<file path="src/hdl/assert_macros.svh">
// assertion macros shared by the rtl
`ifndef ASSERT_MACROS_SVH
`define ASSERT_MACROS_SVH

// same-cycle implication, checked out of reset
`define PDAF_ASSERT_IMP(lbl, ante, cons) \
    lbl: assert property (@(posedge aclk) disable iff (!aresetn) (ante) |-> (cons)) \
        else $error("pdaf check failed");

// next-cycle implication, checked out of reset
`define PDAF_ASSERT_NXT(lbl, ante, cons) \
    lbl: assert property (@(posedge aclk) disable iff (!aresetn) (ante) |=> (cons)) \
        else $error("pdaf check failed");

`endif

</file>
<file path="src/hdl/pdaf_pkg.sv">
// shared types and constants for the phase-detect autofocus update block
package pdaf_pkg;

    // default structural parameters
    localparam int MAX_REGIONS_DEF   = 256;
    localparam int HEADER_OFFSET_DEF = 4;
    localparam int MARKER_ID_DEF     = 0;
    localparam int ROW_STRIDE_DEF    = 80;

    // configuration register indexes
    localparam logic [2:0] REG_ENABLE     = 3'd0;
    localparam logic [2:0] REG_GAIN       = 3'd1;
    localparam logic [2:0] REG_SLOPE      = 3'd2;
    localparam logic [2:0] REG_MOVE_LIMIT = 3'd3;
    localparam logic [2:0] REG_CONF_THR   = 3'd4;
    localparam logic [2:0] REG_AVG_FRAMES = 3'd5;
    localparam logic [2:0] REG_GRID_W     = 3'd6;
    localparam logic [2:0] REG_GRID_H     = 3'd7;

    localparam int CFG_IDX_W  = 3;
    localparam int CFG_DATA_W = 12;

    // divider widths
    localparam int DIVD_W = 37;
    localparam int DIVS_W = 11;

    // byte offset saturation point
    localparam logic [10:0] OFFSET_CAP = 11'h7FF;

    // reciprocal of five for an 11-bit value, shift of 14
    localparam logic [11:0] RECIP5 = 12'd3277;

    // one region's accumulators
    typedef struct packed {
        logic signed [19:0] phase_sum;
        logic [18:0]        conf_sum;
        logic [7:0]         hits;
    } entry_t;

    // region store control
    typedef struct packed {
        logic rd_en;
        logic wr_en;
        logic clear_all;
    } mem_ctl_t;

endpackage

</file>
<file path="src/hdl/pdaf_div.sv">
// shared iterative floor divider, one quotient bit per cycle
module pdaf_div (
    input  logic                              aclk,
    input  logic                              aresetn,
    input  logic                              start,
    input  logic signed [pdaf_pkg::DIVD_W-1:0] dividend,
    input  logic [pdaf_pkg::DIVS_W-1:0]       divisor,
    output logic                              busy,
    output logic                              done,
    output logic signed [pdaf_pkg::DIVD_W-1:0] quotient
);

    localparam int DW = pdaf_pkg::DIVD_W;
    localparam int SW = pdaf_pkg::DIVS_W;
    localparam int CW = $clog2(DW + 1);

    logic          busy_reg, busy_next;
    logic          done_reg, done_next;
    logic [CW-1:0] cnt_reg, cnt_next;
    logic [DW-1:0] mag_reg, mag_next;
    logic [SW-1:0] rem_reg, rem_next;
    logic [SW-1:0] dvs_reg, dvs_next;
    logic          neg_reg, neg_next;
    logic [SW:0]   trial;

    // restoring step
    always_comb begin
        busy_next = busy_reg;
        done_next = 1'b0;
        cnt_next  = cnt_reg;
        mag_next  = mag_reg;
        rem_next  = rem_reg;
        dvs_next  = dvs_reg;
        neg_next  = neg_reg;
        trial     = {rem_reg, mag_reg[DW-1]};
        if (start) begin
            busy_next = 1'b1;
            cnt_next  = CW'(DW);
            mag_next  = dividend[DW-1] ? DW'(-dividend) : DW'(dividend);
            rem_next  = '0;
            dvs_next  = divisor;
            neg_next  = dividend[DW-1];
        end else if (busy_reg) begin
            if (trial >= {1'b0, dvs_reg}) begin
                rem_next = SW'(trial - {1'b0, dvs_reg});
                mag_next = {mag_reg[DW-2:0], 1'b1};
            end else begin
                rem_next = trial[SW-1:0];
                mag_next = {mag_reg[DW-2:0], 1'b0};
            end
            cnt_next = cnt_reg - CW'(1);
            if (cnt_reg == CW'(1)) begin
                busy_next = 1'b0;
                done_next = 1'b1;
            end
        end
    end

    always_ff @(posedge aclk) begin
        if (!aresetn) begin
            busy_reg <= 1'b0;
            done_reg <= 1'b0;
            cnt_reg  <= '0;
        end else begin
            busy_reg <= busy_next;
            done_reg <= done_next;
            cnt_reg  <= cnt_next;
        end
        mag_reg <= mag_next;
        rem_reg <= rem_next;
        dvs_reg <= dvs_next;
        neg_reg <= neg_next;
    end

    // floor correction for negative dividends
    always_comb begin
        if (!neg_reg) begin
            quotient = $signed(mag_reg);
        end else if (rem_reg != '0) begin
            quotient = $signed(~mag_reg);
        end else begin
            quotient = $signed(DW'(-mag_reg));
        end
    end

    assign busy = busy_reg;
    assign done = done_reg;

endmodule

</file>
<file path="config.mk">
export PLATFORM = sky130hd
export DESIGN_NAME = pdaf_div
export DESIGN_NICKNAME = d
export VERILOG_FILES = /design/src/hdl/assert_macros.svh /design/src/hdl/pdaf_pkg.sv /design/src/hdl/pdaf_div.sv
export SDC_FILE = /design/constraint.sdc
export NUM_CORES = 1
export LEC_CHECK = 0
export BUFFER_PORTS_ARGS = -buffer_cell sky130_fd_sc_hd__buf_2
export CORE_MARGIN = 2
export CORE_UTILIZATION = 50
export CTS_CLUSTER_DIAMETER = 150
export DETAILED_ROUTE_END_ITERATION = 16
export GPL_TIMING_DRIVEN = 1
export PLACE_DENSITY_LB_ADDON = 0.15
export SYNTH_ARGS = -nofsm -noshare
export SYNTH_HDL_FRONTEND = slang
export SYNTH_SLANG_ARGS = --single-unit
export TNS_END_PERCENT = 20
</file>
<file path="constraint.sdc">
create_clock -name aclk -period 4.9 [get_ports aclk]
set_input_delay 0.735 -clock aclk [delete_from_list [all_inputs] [get_ports aclk]]
set_output_delay 0.735 -clock aclk [all_outputs]
set_load 0.05 [all_outputs]
</file>
==> results.py <==
metrics = {
    "pwr": {
        "power_switching_mw": 0.7199,
        "p_leak_nw": 2.143,
        "switching_share": 0.4043,
        "intPower_mw": 1.061,
        "pwr-share-seq": 0.421,
        "combPwrFrac": 0.351,
        "power.density_mw_per_mm2": 324.6,
        "clkPwrFrac": 0.228,
        "ir_worst_vdd_v": 0.0001962,
    },
    "placed_design": {
        "place_congestion": 0.8514,
        "post-dp-hpwl_um": 8328,
        "io_buffer_count": 89,
    },
    "route": {
        "wl_per_cell_um": 15.60,
        "wl_um": 11390,
        "drcViolationCount": 0,
        "drt_iter0_drc": 203,
        "postRouteAntennaNets": 0,
        "firstDrtPassIters": 4,
        "vias": 4122,
        "vias_per_cell": 5.647,
    },
    "logic_synthesis": {
        "syn-num-nets": 582,
        "synthDominantCellAreaShare": 0.3081,
        "yosysSeqAreaShare": 0.3877,
        "ys_warn_count": 0,
        "synth.cell_area_mm2": 0.004776,
        "synth_top_area_cell": "edfxtp_1",
        "syn_avg_cell_area_um2": 9.273,
        "syn_inst": 515,
        "ys_ff_latch": 68,
        "synth_area_leaders": "edfxtp_1 (31%), dfxtp_1 (8.0%), xnor2_1 (7.9%)",
        "synth_cell_type_count": 50,
    },
    "sta": {
        "period_share": 0.7938,
        "hold-worst-slack_ns": 0.5264,
        "max_clock_freq_mhz": 257.1,
        "rsz0062_at_grt": "no",
        "setup_viol": 0,
        "final.setup.tns_ns": 0,
        "hold_viol_final": 0,
        "slew_viol_final": 0,
        "tightest_slew_ns": 1.031,
        "slew-limit-headroom": 0.3060,
        "skew_ns": 0.01587,
        "period_minus_slack_ns": 3.890,
    },
    "cells_and_area": {
        "final_net_count": 663,
        "layout_commonest_cell": "buf_2",
        "drive_gt1_frac": 0.2097,
        "largest_register_ffs": 37,
        "area_growth_pct": 14.88,
        "num_antenna_cells": 0,
        "fillCellCount": 832,
        "final_cell_mix": "buf_2 (89), nor2_1 (50), edfxtp_1 (49)",
    },
    "worst_setup_path": {
        "path_class": "reg -> out",
        "end_kind": "output port",
        "cpMaxStageDelayCell": "nor4_1",
        "crit_fanout": 8,
        "arrival_ns": 3.15,
        "path_cells": "nor4_1 > nand4_1 > or3_1 > nand2b_4 > o31ai_2 > xnor2_1 > buf_2",
        "critical-path-max-stage-delay_ns": 0.70,
        "crit_required_ns": 4.16,
        "start_kind": "flip-flop",
    },
    "global_routing": {
        "grt_pass1_wl_um": 18460,
        "overflow": 0,
        "grt_start_max_net_pins": 97,
        "grt_pass1_vias": 3800,
        "grt_use_total": 0.2272,
        "antenna_found_initial": 0,
    },
    "run_status": {
        "outcome": "finished clean",
    },
    "clock_network": {
        "numCtsBuffers": 9,
        "cts_tree": "built",
        "htree_levels": 3,
        "cts_max_path_buffers": 2,
        "postCtsSetupRepairBufs": 0,
        "clkTransAtPathRegs_ns": 0.07,
        "cts_hold_buf": 0,
        "cts_sinks": 68,
        "clkLatencyLatePin_ns": 0.35,
        "cts_root_buf": "clkbuf_8",
        "ctsResizeCount": 0,
    },
    "floorplan": {
        "die_h_um": 101.7,
        "ios": 90,
        "die_area_mm2": 0.01035,
        "rows": 35,
        "fp.coreArea_mm2": 0.009240,
        "die_x_um": 101.7,
        "initial_utilization": 0.5169,
    },
    "run": {
        "drv_cap": 0,
    },
    "hold_path": {
        "hold_path.class": "reg -> reg",
    },
}
[worst max-delay path, delay by kind of cell (launching register included)]
kind | cells | cell delay, ns
buf+inv | 1 | 0.29
compound gates | 1 | 0.24
flops | 1 | 0.34
xor+xnor | 1 | 0.15
simple gates | 4 | 1.78
[final timing paths]
path	start	end	slack, ns	cells after the start
worst max-delay path	rem_reg[10]$_SDFFE_PP0P_	quotient[23]	1.01	7
worst min-delay path	cnt_reg[1]$_SDFFE_PP0P_	cnt_reg[1]$_SDFFE_PP0P_	0.53	2
worst min register to register	cnt_reg[1]$_SDFFE_PP0P_	cnt_reg[1]$_SDFFE_PP0P_	0.53	2
worst max register to register	mag_reg[36]$_DFFE_PP_	rem_reg[0]$_SDFFE_PP0P_	2.03	9
[metrics by stage]
step	cells	power [mW]	setup WS [ns]	util	area (µm²)
global placement	714	1.374	1.517	0.5758	5320
global route	730	1.869	0.8283	0.5938	5487
detailed placement	714	1.384	1.462	0.5758	5320
finish	730	1.781	1.010	0.5938	5487
floorplan	515	1.223	1.631	-	4776
CTS	730	1.793	1.072	0.5938	5487
[cell families (layout without fill, tap and decap cells)]
group,Yosys count,after routing,synth area share
simple gates,159,159,0.1703
compound gates,134,134,0.1886
xor+xnor,83,83,0.1522
flops,68,68,0.3877
buf+inv,45,131,0.03589
fa+ha+maj,16,16,0.04349
mux,10,10,0.02174
[routing by layer]
layer | track usage | part of all wire
met1 | 0.3157 | 0.46
met5 | 0 | 0
met4 | 0.07484 | 0.015
met3 | 0.04624 | 0.060
met2 | 0.3553 | 0.47
[Yosys cell counts, drive strengths merged]
cell / instances
o31ai: 19
nor3: 12
xnor2: 43
a211oi: 6
nand2b: 9
nand2: 27
o211ai: 3
o311ai: 2
o41ai: 13
a31o: 1
a31oi: 2
o21ai: 35
a22o: 1
a2111oi: 1
inv: 23
o221ai: 1
fa: 1
o21a: 5
clkbuf: 19
mux2: 3
or4: 11
edfxtp: 49
or4b: 1
nor3b: 1
nand4b: 1
nor2b: 5
ha: 15
a32oi: 2
nor4: 12
a32o: 1
and2: 1
or3: 6
dfxtp: 19
nand4: 5
or2: 5
and3: 4
nor2: 50
a21oi: 40
a21boi: 2
mux2i: 7
buf: 3
xor2: 40
nand3: 9
[area by class of cell]
class                   count  area [µm²]  area share
repair buffers             92       467.9     0.08529
multi-input cells         402        2753      0.5017
flip-flops and latches     68        1852      0.3375
inverters                  23       86.33     0.01574
well taps                 129       161.4     0.02942
clock inverters             7       42.54    0.007754
clock buffers               9       123.9     0.02258
[power by group through the flow]
stage | Combinational, mW | Clock [mW] | Sequential [mW]
after global placement | 0.615 | 0 | 0.759
after floorplan | 0.481 | 0 | 0.742
final | 0.625 | 0.407 | 0.749
after detailed placement | 0.622 | 0 | 0.761
after CTS | 0.626 | 0.418 | 0.749
after global routing | 0.675 | 0.435 | 0.759
(Power assumes the default switching activity.)
